[src/hw/rtl/histogram_equalization_defines.svh]
// assertion macros shared by the histogram equalization rtl
`ifndef HISTOGRAM_EQUALIZATION_DEFINES_SVH
`define HISTOGRAM_EQUALIZATION_DEFINES_SVH
`ifndef SYNTH
`define HEQ_ASSERT(lbl, prop) \
  lbl: assert property (@(posedge clk_i) disable iff (!rst_ni) (prop)) \
    else $error("heq assertion failed");
`define HEQ_ASSERT_RST(lbl, prop) \
  lbl: assert property (@(posedge clk_i) (prop)) \
    else $error("heq reset assertion failed");
`else
`define HEQ_ASSERT(lbl, prop)
`define HEQ_ASSERT_RST(lbl, prop)
`endif
`endif

[src/hw/rtl/heq_ram.sv]
// generic single-write single-read ram with registered read data
`timescale 1ns / 1ps
module heq_ram #(
  parameter int DEPTH = 256,
  parameter int WIDTH = 8
) (
  input  logic                     clk_i,
  input  logic                     we_i,
  input  logic [$clog2(DEPTH)-1:0] waddr_i,
  input  logic [WIDTH-1:0]         wdata_i,
  input  logic                     re_i,
  input  logic [$clog2(DEPTH)-1:0] raddr_i,
  output logic [WIDTH-1:0]         rdata_o
);

  logic [WIDTH-1:0] mem_q [DEPTH];
  logic [WIDTH-1:0] rdata_q;

  always_ff @(posedge clk_i) begin
    if (we_i) begin
      mem_q[waddr_i] <= wdata_i;
    end
  end

  // read data holds until the next read
  always_ff @(posedge clk_i) begin
    if (re_i) begin
      rdata_q <= mem_q[raddr_i];
    end
  end

  assign rdata_o = rdata_q;

endmodule

[config.mk]
export PLATFORM = sky130hd
export DESIGN_NAME = heq_ram
export DESIGN_NICKNAME = d
export VERILOG_FILES = /design/src/hw/rtl/histogram_equalization_defines.svh /design/src/hw/rtl/heq_ram.sv
export SDC_FILE = /design/constraint.sdc
export NUM_CORES = 2
export LEC_CHECK = 0
export BUFFER_PORTS_ARGS = -buffer_cell sky130_fd_sc_hd__buf_2
export CAP_MARGIN = 20
export CORE_MARGIN = 2
export CORE_UTILIZATION = 40
export CTS_CLUSTER_DIAMETER = 30
export CTS_CLUSTER_SIZE = 24
export DETAILED_ROUTE_END_ITERATION = 6
export GPL_ROUTABILITY_DRIVEN = 0
export SYNTH_ARGS = -nofsm -noshare
export SYNTH_HDL_FRONTEND = slang
export SYNTH_SLANG_ARGS = --single-unit
[constraint.sdc]
create_clock -name clk_i -period 2.79 [get_ports clk_i]
set_input_delay 0.4185 -clock clk_i [delete_from_list [all_inputs] [get_ports clk_i]]
set_output_delay 0.4185 -clock clk_i [all_outputs]
set_load 0.05 [all_outputs]
==> results.py <==
metrics = {
    "synthesis": {
        "netlist.top_cell.by_area": "edfxtp_1",
        "synth-main-ff-cell": "edfxtp_1",
        "syn_inst": 3733,
        "syn_area_per_cell_sq_um": 21.3,
        "synth_top_family_by_area": "multiplexers",
        "syn_nets": 3760,
        "ys_async_sr_fraction": 0,
        "synth_edf_count": 2056,
        "ys_seq_elements": 2056,
        "synth_top_area_share": 0.775,
        "synth-compound-area-share": 0.0342,
        "seq_area_frac_synth": 0.775,
        "synthMuxAreaShare": 0.146,
        "yosysMostFrequentCell": "edfxtp_1",
        "synth-xor-area-share": 0,
        "syn-cell-area_sq_um": 79600,
        "synthDistinctLibCells": 54,
        "yosys_warnings": 0,
        "synth_area_leaders": "edfxtp_1 (78%), mux4_2 (13%), mux2i_1 (1.7%)",
        "synth_fa_ha_area_frac": 0,
        "synth_common_cells": "edfxtp_1 (2056), mux4_2 (454), nor2_1 (282), mux2i_1 (134), a22oi_1 (133)",
        "yosys.area_share.simple": 0.0263,
    },
    "clocking": {
        "clockBufferDepth": 4,
        "clock_latency_ps": 940,
        "cts_setup_buffers": 0,
        "cts_num_sinks": 2056,
        "clkTransAtPathRegs_ps": 50,
        "h-tree-depth": 5,
        "cts_root_buffer": "clkbuf_16",
        "numCtsBuffers": 406,
        "cts_tree": "yes",
    },
    "sta": {
        "max_freq_mhz": 378,
        "tightest_slew_ps": 880,
        "rsz0062_at_grt": "false",
        "period_share": 0.947,
        "slew_headroom": 0.413,
        "fin_skew_ps": 71.7,
        "period_minus_slack_ps": 2640,
        "finalMaxSlewViolations": 0,
        "finalHoldViolCount": 0,
        "final-setup-viol-count": 0,
    },
    "place": {
        "place_inst": 6908,
        "dpl.hpwl_um": 137000,
        "placed_area_sq_um": 88300,
        "port_buffers": 34,
    },
    "pwr": {
        "intPower_uw": 69100,
        "power.switching_uw": 18000,
        "peakVddDrop_uv": 628,
        "clockPowerShare": 0.565,
        "pwr-share-seq": 0.392,
        "power_density_nw_per_um2": 851,
        "p_leak_uw": 0.0343,
        "sw_frac_of_total": 0.207,
        "pwr-share-comb": 0.043,
    },
    "global_route": {
        "grt_max_degree": 94,
        "grt_pass1_vias": 43500,
        "grt_overflow": 0,
        "grt_pass1_wl_um": 307000,
        "antenna_found_initial": 11,
        "grt_usage": 0.208,
    },
    "routing": {
        "post_drt_wl_per_cell_um": 27.7,
        "vias": 42500,
        "finalWirelength_um": 212000,
        "drt-initial-drc-count": 5066,
        "drcViolationCount": 0,
        "final_antenna_net_count": 0,
        "drt_first_pass_iters": 5,
        "vias_per_cell": 5.56,
    },
    "floorplanning": {
        "rows": 163,
        "initial_core_util": 0.403,
        "core_area_sq_um": 198000,
        "die_x_um": 450,
        "pin_count": 35,
        "die_area_sq_um": 203000,
        "dieHeight_um": 450,
    },
    "final_layout": {
        "layout.nets": 4711,
        "drive_gt1_frac": 0.380,
        "design_area_sq_um": 102000,
        "final_cells": 7651,
        "area_growth_pct": 28.7,
    },
    "worst_setup_path": {
        "crit_arrival_ps": 3310,
        "cp-end-kind": "flip-flop",
        "cp-start-kind": "flip-flop",
        "required_ps": 3450,
        "crit_type": "reg -> reg",
        "path_max_fanout": 1,
    },
    "flow_run": {
        "cap_viol_max_count": 0,
    },
    "outcome": {
        "status": "finished clean",
    },
    "hold_path": {
        "holdCritPathClass": "in -> reg",
    },
}
-- path summary, 6_finish.rpt --
kind,startpoint,end,slack (ps),cells past startpoint
hold reg to reg,mem_q[102][7],rdata_o[7],1230,6
setup / recovery,mem_q[87][2],rdata_o[2],150,6
setup reg to reg,mem_q[87][2],rdata_o[2],150,6
hold / removal,wdata_i[1],mem_q[231][1],30,1
-- layout make-up --
cell class	instances	area, sq um
fillers	15300	95200
well taps	2640	3300
repair buffers	776	6880
diodes	6	15.0
clock buffers	453	10500
flip-flops and latches	2056	61700
clock inverters	276	3440
multi-input cells	1442	16500
inverters	2	7.51
-- kinds of logic after synthesis --
group	after synthesis
DFF	2056
and+or+nand+nor	466
muxes	591
AOI/OAI and AO/OA	385
buffers and inverters	235
-- through the flow --
step / setup slack [ps] / power (uW) / TNS, ps / util / hold WS [ps]
after global routing: 30.2 / 89400 / 0 / 0.518 / 44.3
after CTS: 7.05 / 87700 / 0 / 0.518 / 4.81
after detailed placement: -876 / 38500 / -5740 / 0.447 / 847
after global placement: -984 / 38400 / -5860 / 0.447 / 844
after floorplan: 295 / 36400 / 0 / - / 517
final: 148 / 87200 / 0 / 0.519 / 32.5
-- layout by cell type (no fill, tap or decap), drive strengths merged, types with 14 or more instances in the layout --
| cell type | count |
|---|---|
| a211oi | 16 |
| a21oi | 96 |
| a221oi | 14 |
| a22oi | 133 |
| buf | 768 |
| bufinv | 69 |
| clkbuf | 453 |
| clkinv | 133 |
| clkinvlp | 45 |
| edfxtp | 2056 |
| inv | 31 |
| mux2i | 134 |
| mux4 | 456 |
| nand2 | 33 |
| nand3 | 34 |
| nor2 | 282 |
| nor2b | 31 |
| nor3 | 22 |
| nor4 | 27 |
| o221ai | 47 |
| o22ai | 28 |
-- metal layers --
metal | global-route usage | vias up | part of all wire
li1 | - | 17800 | -
met1 | 0.288 | 22400 | 0.41
met2 | 0.327 | 1882 | 0.48
met3 | 0.0495 | 385 | 0.083
met4 | 0.0661 | 2 | 0.029
met5 | 0 | - | 0.000061
-- critical path, stage by stage (launching register included) --
cell,delay (ps)
edfxtp_1,360
mux4_2,520
mux4_2,560
nor2b_1,200
nor4_1,540
buf_12,170
nor4_2,30
-- power by group through the flow --
stage / clock, uW / sequential [uW] / combinational, uW
after floorplan: 0 / 34800 / 1650
after global placement: 0 / 34800 / 3650
after detailed placement: 0 / 34800 / 3700
after CTS: 49800 / 34200 / 3720
after global routing: 51400 / 34200 / 3900
final: 49200 / 34200 / 3710
-- flip-flops by register name (all words and copies together), names as in the netlist --
register / flops
mem_q: 2048
rdata_o: 8
-- timing repair --
| action | CTS | global route |
|---|---|---|
| hold endpoints to repair | 259 | 3 |
| endpoints found under the setup margin | 2 | 2 |
| hold buffers | 7 | 1 |
| gates resized for setup | 3 | 3 |
No activity file was read; power rests on OpenSTA's default activity.
