`config.mk`:
```
export PLATFORM = sky130hd
export DESIGN_NAME = heq_div
export DESIGN_NICKNAME = d
export VERILOG_FILES = /design/src/hw/rtl/histogram_equalization_defines.svh /design/src/hw/rtl/heq_pkg.sv /design/src/hw/rtl/heq_div.sv
export SDC_FILE = /design/constraint.sdc
export NUM_CORES = 1
export LEC_CHECK = 0
export BUFFER_PORTS_ARGS = -buffer_cell sky130_fd_sc_hd__buf_2
export CELL_PAD_IN_SITES_DETAIL_PLACEMENT = 1
export CELL_PAD_IN_SITES_GLOBAL_PLACEMENT = 1
export CORE_MARGIN = 2
export CORE_UTILIZATION = 44
export CTS_CLUSTER_SIZE = 28
export DETAILED_ROUTE_END_ITERATION = 12
export PLACE_DENSITY_LB_ADDON = 0.1
export SYNTH_ARGS = -nofsm -noshare
export SYNTH_HDL_FRONTEND = slang
export SYNTH_SLANG_ARGS = --single-unit
```
`constraint.sdc`:
```
create_clock -name clk_i -period 4.4 [get_ports clk_i]
set_clock_uncertainty 0.1 [all_clocks]
set_input_delay 0.22 -clock clk_i [delete_from_list [all_inputs] [get_ports clk_i]]
set_output_delay 0.22 -clock clk_i [all_outputs]
set_load 0.05 [all_outputs]
```
`src/hw/rtl/histogram_equalization_defines.svh`:
```
// assertion macros shared by the histogram equalization rtl
`ifndef HISTOGRAM_EQUALIZATION_DEFINES_SVH
`define HISTOGRAM_EQUALIZATION_DEFINES_SVH
`ifndef SYNTH
`define HEQ_ASSERT(lbl, prop) \
  lbl: assert property (@(posedge clk_i) disable iff (!rst_ni) (prop)) \
    else $error("heq assertion failed");
`define HEQ_ASSERT_RST(lbl, prop) \
  lbl: assert property (@(posedge clk_i) (prop)) \
    else $error("heq reset assertion failed");
`else
`define HEQ_ASSERT(lbl, prop)
`define HEQ_ASSERT_RST(lbl, prop)
`endif
`endif

```
`src/hw/rtl/heq_pkg.sv`:
```
// constants, codes and types of the histogram equalization block
`timescale 1ns / 1ps
package heq_pkg;

  localparam int GRAY_LEVELS = 256;
  localparam int MAX_DIM     = 1024;

  localparam int LVL_W  = $clog2(GRAY_LEVELS);
  localparam int FUNC_W = 2;
  localparam int PIX_W  = 8;
  localparam int OUT_W  = 8;
  localparam int DIM_W  = 11;
  localparam int BIN_W  = 21;
  localparam int CUM_W  = BIN_W + LVL_W;
  localparam int NUM_W  = CUM_W + OUT_W;
  localparam int TOT_W  = 2 * $clog2(MAX_DIM) + 1;
  localparam int REM_W  = TOT_W + OUT_W;
  localparam int CNT_W  = $clog2(OUT_W);
  localparam int CFG_IDX_W = 1;

  localparam logic [BIN_W-1:0] BIN_MAX = {BIN_W{1'b1}};
  localparam logic [OUT_W-1:0] OUT_MAX = {OUT_W{1'b1}};
  localparam logic [DIM_W-1:0] DIM_RST = DIM_W'(400);

  // item function codes
  localparam logic [FUNC_W-1:0] FUNC_COUNT = 2'd0;
  localparam logic [FUNC_W-1:0] FUNC_MAP   = 2'd1;
  localparam logic [FUNC_W-1:0] FUNC_CLEAR = 2'd2;

  // configuration register indexes
  localparam logic [CFG_IDX_W-1:0] REG_WIDTH  = 1'd0;
  localparam logic [CFG_IDX_W-1:0] REG_HEIGHT = 1'd1;

  typedef struct packed {
    logic             start;
    logic [NUM_W-1:0] num;
    logic [TOT_W-1:0] den;
  } div_req_t;

  typedef struct packed {
    logic             done;
    logic [OUT_W-1:0] quot;
  } div_rsp_t;

endpackage

```
`src/hw/rtl/heq_div.sv`:
```
// iterative saturating divider, one quotient bit per cycle
`timescale 1ns / 1ps
module heq_div (
  input  logic              clk_i,
  input  logic              rst_ni,
  input  heq_pkg::div_req_t req_i,
  output heq_pkg::div_rsp_t rsp_o
);

  localparam logic [heq_pkg::CNT_W-1:0] CNT_LAST = heq_pkg::CNT_W'(heq_pkg::OUT_W - 1);

  logic                        busy_q;
  logic                        done_q;
  logic [heq_pkg::CNT_W-1:0]   cnt_q;
  logic [heq_pkg::REM_W-1:0]   rem_q;
  logic [heq_pkg::REM_W-1:0]   dsh_q;
  logic [heq_pkg::OUT_W-1:0]   quot_q;
  logic [heq_pkg::NUM_W-1:0]   sat_lim;
  logic                        sat;
  logic                        fit;

  // quotient reaches 256 or more when num >= den * 256
  assign sat_lim = {{(heq_pkg::NUM_W - heq_pkg::REM_W){1'b0}}, req_i.den,
                    {heq_pkg::OUT_W{1'b0}}};
  assign sat     = (req_i.num >= sat_lim);
  assign fit     = (rem_q >= dsh_q);

  always_ff @(posedge clk_i or negedge rst_ni) begin
    if (!rst_ni) begin
      busy_q <= 1'b0;
      done_q <= 1'b0;
      cnt_q  <= '0;
    end else begin
      done_q <= 1'b0;
      if (req_i.start) begin
        cnt_q <= '0;
        if (sat) begin
          done_q <= 1'b1;
        end else begin
          busy_q <= 1'b1;
        end
      end else if (busy_q) begin
        cnt_q <= cnt_q + 1'b1;
        if (cnt_q == CNT_LAST) begin
          busy_q <= 1'b0;
          done_q <= 1'b1;
        end
      end
    end
  end

  always_ff @(posedge clk_i) begin
    if (req_i.start) begin
      rem_q  <= req_i.num[heq_pkg::REM_W-1:0];
      dsh_q  <= {1'b0, req_i.den, {(heq_pkg::OUT_W - 1){1'b0}}};
      quot_q <= sat ? heq_pkg::OUT_MAX : '0;
    end else if (busy_q) begin
      if (fit) begin
        rem_q <= rem_q - dsh_q;
      end
      quot_q <= {quot_q[heq_pkg::OUT_W-2:0], fit};
      dsh_q  <= dsh_q >> 1;
    end
  end

  assign rsp_o.done = done_q;
  assign rsp_o.quot = quot_q;

endmodule
```
==> flow_summary.json, run 1 <==
{
  "path_buf_inv": 2,
  "vias_per_cell": 5.62,
  "worstSetupPathType": "reg -> reg",
  "grt_pass1_wl_mm": 23.3,
  "fin_crit_ns": 3.10,
  "globalRouteOverflowTotal": 0,
  "grt_max_degree": 103,
  "cap_violations": 0,
  "utilization_pct": 51.8,
  "die_h_um": 113,
  "cp_slowest_stage_delay_ns": 0.43,
  "crit_required_ns": 4.40,
  "yosysTopAreaCell": "edfxtp_1",
  "crit_fanout": 5,
  "cts_buffers": 9,
  "antenna_found_initial": 0,
  "portBuffers": 69,
  "crit_chain": "inv_1 > ha_1 > inv_1 > fa_1 > a21oi_1 > o211ai_1 > a21oi_1 > o21bai_2 > a21oi_2 > nor4_1 > a311o_1",
  "powerDensity_nw_per_um2": 399,
  "yosys_register_bits": 70,
  "synthArstFlopShare_pct": 7.14,
  "h-tree-depth": 3,
  "cts.sinks": 70,
  "cts_buffer_depth": 2,
  "synth_edf_count": 58,
  "drive_gt1_share_pct": 14.7,
  "core_um2": 11500,
  "ys_dominant_reg_cell": "edfxtp_1",
  "final.setup.tns_ns": 0,
  "rsz0062_at_grt": "no",
  "dieWidth_um": 113,
  "wirelength_mm": 14.2,
  "synth_fp_nets": 714,
  "grt_usage_pct": 23.3,
  "hpwlAfterDp_mm": 10.5,
  "cp.arrival_ns": 3.11,
  "worstSetupStartpointType": "register",
  "drt_first_iter_violations": 239,
  "ir_worst_vdd_v": 0.000251,
  "timing.fmax_mhz": 322,
  "power_leakage_uw": 0.00254,
  "post_cts_resized": 0,
  "fill_cells": 1377,
  "cp_top_family": "compound AO/OA/AOI/OAI gates",
  "gp_congestion": 0.851,
  "ios": 70,
  "routedWlPerCell_um": 17.5,
  "synth_area_leaders": "edfxtp_1 (34%), ha_1 (12%), nand2_1 (6.9%), o21ai_0 (5.7%), inv_1 (4.5%)",
  "slew_violations": 0,
  "tightest_slew_ns": 0.948,
  "ant_nets": 0,
  "synth_top_area_share_pct": 33.6,
  "firstDrtPassIters": 4,
  "outcome": "finished clean",
  "dpl.cell_count": 791,
  "hold_class": "in -> reg",
  "ys_seq_area_share_pct": 38.7,
  "synth_cell_types": 56,
  "clock_latency_ns": 0.35,
  "clockRootBuffer": "clkbuf_16",
  "route.vias.total": 4540,
  "synth_most_common_cell": "nand2_1",
  "drc": 0,
  "syn_inst": 601,
  "synth_warnings": 0,
  "cts_tree": "yes",
  "slew_headroom_pct": 36.8,
  "areaGrowthSynthToFinish_pct": 14.5,
  "cp-end-kind": "register",
  "finalHoldViolations": 0,
  "fin_nets": 773,
  "slowest_stage": "a21oi_1",
  "die-area_um2": 12700,
  "path_clk_slew_ns": 0.06,
  "start_util_pct": 45.2,
  "final_cells": 808,
  "finalCritPeriodShare_pct": 70.5,
  "antenna_cells": 0,
  "finalSetupViolations": 0,
  "syn-cell-area_um2": 5190,
  "avgSynthCellArea_um2": 8.63,
  "grt_pass1_vias": 4706,
  "synth_common_cells": "nand2_1 (96), inv_1 (62), o21ai_0 (59), edfxtp_1 (58), ha_1 (51)",
  "rows": 39
}
per-stage QoR:
step	hold WS (ns)	area (µm²)	worst slack (ns)	power [µW]
2_1_floorplan	-0.176	5190	1.29	1400
3_3_place_gp	-0.0621	5630	1.45	1590
3_5_place_dp	-0.0587	5630	1.34	1610
4_1_cts	0.0522	5940	1.32	2380
5_1_grt	0.0800	5940	1.07	2490
6_report	0.0607	5940	1.30	2370
where the power goes:
group	switching, µW	internal, µW
sequential	27.8	812
combinational	486	286
clock	314	443
cells in the final DEF (no fill, tap or decap), types with 10 or more instances in the layout:
cell | Yosys | routed
a21o_1 | 17 | 17
a21oi_1 | 42 | 42
buf_2 | 2 | 68
edfxtp_1 | 58 | 58
ha_1 | 51 | 51
inv_1 | 62 | 62
nand2_1 | 96 | 96
nor2_1 | 38 | 38
nor3_1 | 13 | 13
o21a_1 | 11 | 11
o21ai_0 | 59 | 59
xnor2_1 | 10 | 10
final cells by class:
cell class / instances / area [µm²] / area share (%)
clock buffer: 10 / 229 / 3.85
clock inverter: 6 / 70.1 / 1.18
inverter: 62 / 233 / 3.92
multi-input combinational: 443 / 2840 / 47.7
sequential: 70 / 2010 / 33.8
tap: 143 / 179 / 3.01
timing repair buffer: 74 / 388 / 6.53
worst register-to-register path: cells and delay by family (launching register included):
family          cells  cell delay, ns
compound gates      6            1.62
fa+ha+maj           2            0.58
buf+inv             2            0.13
flops               1            0.36
simple gates        1            0.08
cell families (layout without fill, tap and decap cells):
logic type                 after synthesis  after routing  share of synthesized area [%]
DFF                                     70             70                           38.7
AOI/OAI and AO/OA                      169            169                           20.3
buffers and inverters                   88            152                           6.66
xor gates and xnor gates                19             19                           3.21
and+or+nand+nor                        193            193                           16.5
muxes                                   10             10                           1.95
adders and majority gates               52             52                           12.7
repair_timing:
item	4_1_cts	5_1_grt
hold endpoints to repair	5	0
hold buffers	1	0
setup buffers	0	0
sequential cells by signal, summed over array words and instances, names as in the netlist:
register  count
rem_q        29
dsh_q        28
quot_q        8
cnt_q         3
busy_q        1
done_q        1
path summary, 6_finish.rpt:
kind	from	end	slack, ns	cells past startpoint
min	req_i[14]	dsh_q[21]	0.06	3
max in group asynchronous	rst_ni	cnt_q[0]	3.96	2
max	rem_q[0]	rem_q[28]	1.30	11
min in group asynchronous	rst_ni	done_q	0.11	2
min reg2reg	dsh_q[6]	dsh_q[6]	0.43	2
max reg2reg	rem_q[0]	rem_q[28]	1.30	11
metal layers:
metal / vias up / global-route usage [%] / share of wire [%]
li1: 2247 / - / -
met1: 2195 / 29.8 / 46
met2: 81 / 39.9 / 49
met3: 17 / 3.35 / 3.3
met4: 0 / 8.78 / 1.8
met5: - / 0 / 0
Power figures use the tool's default switching activity.
==> run 2, diff against run 1 <==
- clock period: 4.4 -> 2.9 ns (I/O delays scaled with it)
==> flow_summary.json, run 2 (synthesis gave the netlist of run 1 again) <==
{
  "multi_input_comb_area_um2": 2870,
  "firstDrtPassIters": 6,
  "final_cell_mix": "nand2_1 (96), buf_2 (68), inv_1 (62), o21ai_0 (59), edfxtp_1 (58)",
  "wirelength_mm": 15.2,
  "ant_nets": 0,
  "routedWlPerCell_um": 18.1,
  "h-tree-depth": 3,
  "cts.sinks": 70,
  "path_clk_slew_ns": 0.06,
  "power_leakage_uw": 0.00272,
  "areaGrowthSynthToFinish_pct": 21.3,
  "final_common_cell": "nand2_1",
  "cp_top_family": "compound AO/OA/AOI/OAI gates",
  "rows": 39,
  "clockRootBuffer": "clkbuf_16",
  "grt_max_degree": 59,
  "regArea_um2": 2010,
  "dieWidth_um": 113,
  "seq_power_share_pct": 34.4,
  "worstSetupPathType": "reg -> reg",
  "path_buf_inv": 2,
  "vias_per_cell": 5.63,
  "die-area_um2": 12700,
  "antenna_cells": 0,
  "tightest_slew_ns": 0.523,
  "outcome": "finished clean",
  "hold_class": "in -> reg",
  "grt_pass1_vias": 5038,
  "clock_latency_ns": 0.35,
  "grt_usage_pct": 24.6,
  "power_switching_uw": 1270,
  "cts_buffers": 9,
  "drive_gt1_share_pct": 16.6,
  "pwr-share-clk_pct": 31.9,
  "drt_first_iter_violations": 249,
  "gp_congestion": 0.864,
  "ir_worst_vdd_v": 0.000453,
  "slew_headroom_pct": 65.1,
  "r2r_setup_slack_ns": 0.06,
  "crit_required_ns": 2.90,
  "die_h_um": 113,
  "worstSetupStartpointType": "register",
  "cp_common_cell": "a21oi_2",
  "finalHoldViolations": 0,
  "cts_buffer_depth": 2,
  "slowest_stage": "edfxtp_1",
  "powerDensity_nw_per_um2": 589,
  "finalPower_uw": 3710,
  "p_comb_share_pct": 33.7,
  "finalSetupViolations": 0,
  "fin_nets": 806,
  "intPower_uw": 2440,
  "reg_top3": "rem_q x29, dsh_q x28, quot_q x8",
  "globalRouteOverflowTotal": 0,
  "top_register": "rem_q",
  "route.vias.total": 4739,
  "cp.arrival_ns": 2.84,
  "core_um2": 11500,
  "grt_pass1_wl_mm": 24.5,
  "portBuffers": 69,
  "fin_crit_ns": 2.84,
  "utilization_pct": 54.9,
  "slew_violations": 0,
  "fill_cells": 1384,
  "crit_chain": "inv_1 > ha_1 > inv_1 > fa_2 > a21oi_2 > o211ai_1 > a21oi_2 > o21bai_2 > a21oi_2 > nor4_1 > a311o_1",
  "cts_tree": "yes",
  "crit_fanout": 4,
  "cap_violations": 0,
  "largest_reg_flops": 29,
  "hold_slack_ns": 0.00536,
  "hpwlAfterDp_mm": 11.1,
  "timing.fmax_mhz": 352,
  "finalCritPeriodShare_pct": 97.9,
  "cp_slowest_stage_delay_ns": 0.39,
  "ios": 70,
  "start_util_pct": 45.2,
  "cp-end-kind": "register",
  "antenna_found_initial": 0,
  "swShare_pct": 34.3,
  "drc": 0
}
run 2: changes by cell type in the layout (fill, tap and decap cells not counted), sizes merged:
| cell | previous run | this run |
|---|---|---|
| clkbuf | 10 | 12 |
| clkinvlp | 3 | 0 |
| dlygate4sd3 | 1 | 23 |
| buf | 73 | 84 |
| bufinv | 1 | 0 |
| inv | 64 | 66 |
run 2: final cells by class:
class / count / area share (%)
well taps: 143 / 2.84
multi-input cells: 443 / 45.5
clock buffers: 12 / 4.59
repair buffers: 107 / 11.0
inverters: 62 / 3.70
clock inverters: 4 / 0.477
flip-flops and latches: 70 / 31.9
run 2: stage by stage:
step           worst slack, ns  instances  setup TNS [ns]  area (µm²)
2_1_floorplan           0.0877        601               0        5190
3_3_place_gp            0.0977        800               0        5700
6_report                0.0600        841               0        6290
3_5_place_dp           -0.0629        800          -0.138        5700
5_1_grt                -0.0328        841         -0.0328        6290
4_1_cts                0.00730        839               0        6260
run 2: worst reg2reg max path: stages, from the launching register on:
cell      delay [ns]
edfxtp_1        0.39
inv_1           0.10
ha_1            0.19
inv_1           0.07
fa_2            0.38
a21oi_2         0.17
o211ai_1        0.11
a21oi_2         0.23
o21bai_2        0.16
a21oi_2         0.27
nor4_1          0.09
a311o_1         0.34
run 2: final timing paths:
path,startpoint,end,cells after the start
max in group asynchronous,rst_ni,cnt_q[2],2
min,req_i[29],rem_q[8],3
max reg2reg,rem_q[0],rem_q[28],11
min reg2reg,dsh_q[0],dsh_q[0],2
max,rem_q[0],rem_q[28],11
min in group asynchronous,rst_ni,cnt_q[1],2
run 2: per-layer routing:
metal	vias up	GRT usage (%)	share of wire (%)
met4	0	10.0	2.2
met3	19	3.35	3.2
li1	2316	-	-
met5	-	0	0
met1	2299	29.4	43
met2	105	44.5	52
run 2: power by group through the flow:
stage	registers (µW)	clock network (µW)	logic, µW
floorplan	1290	0	829
global placement	1290	0	1150
detailed placement	1300	0	1180
CTS	1280	1210	1230
global route	1290	1240	1380
finish	1280	1180	1250
run 2: timing repair:
item                       in CTS  in global routing
hold endpoints to repair       27                  0
hold buffers                   23                  0
buffers inserted                0                  2
setup endpoints to repair       3                 37
pin swaps                       0                  4
resized for setup               2                  4
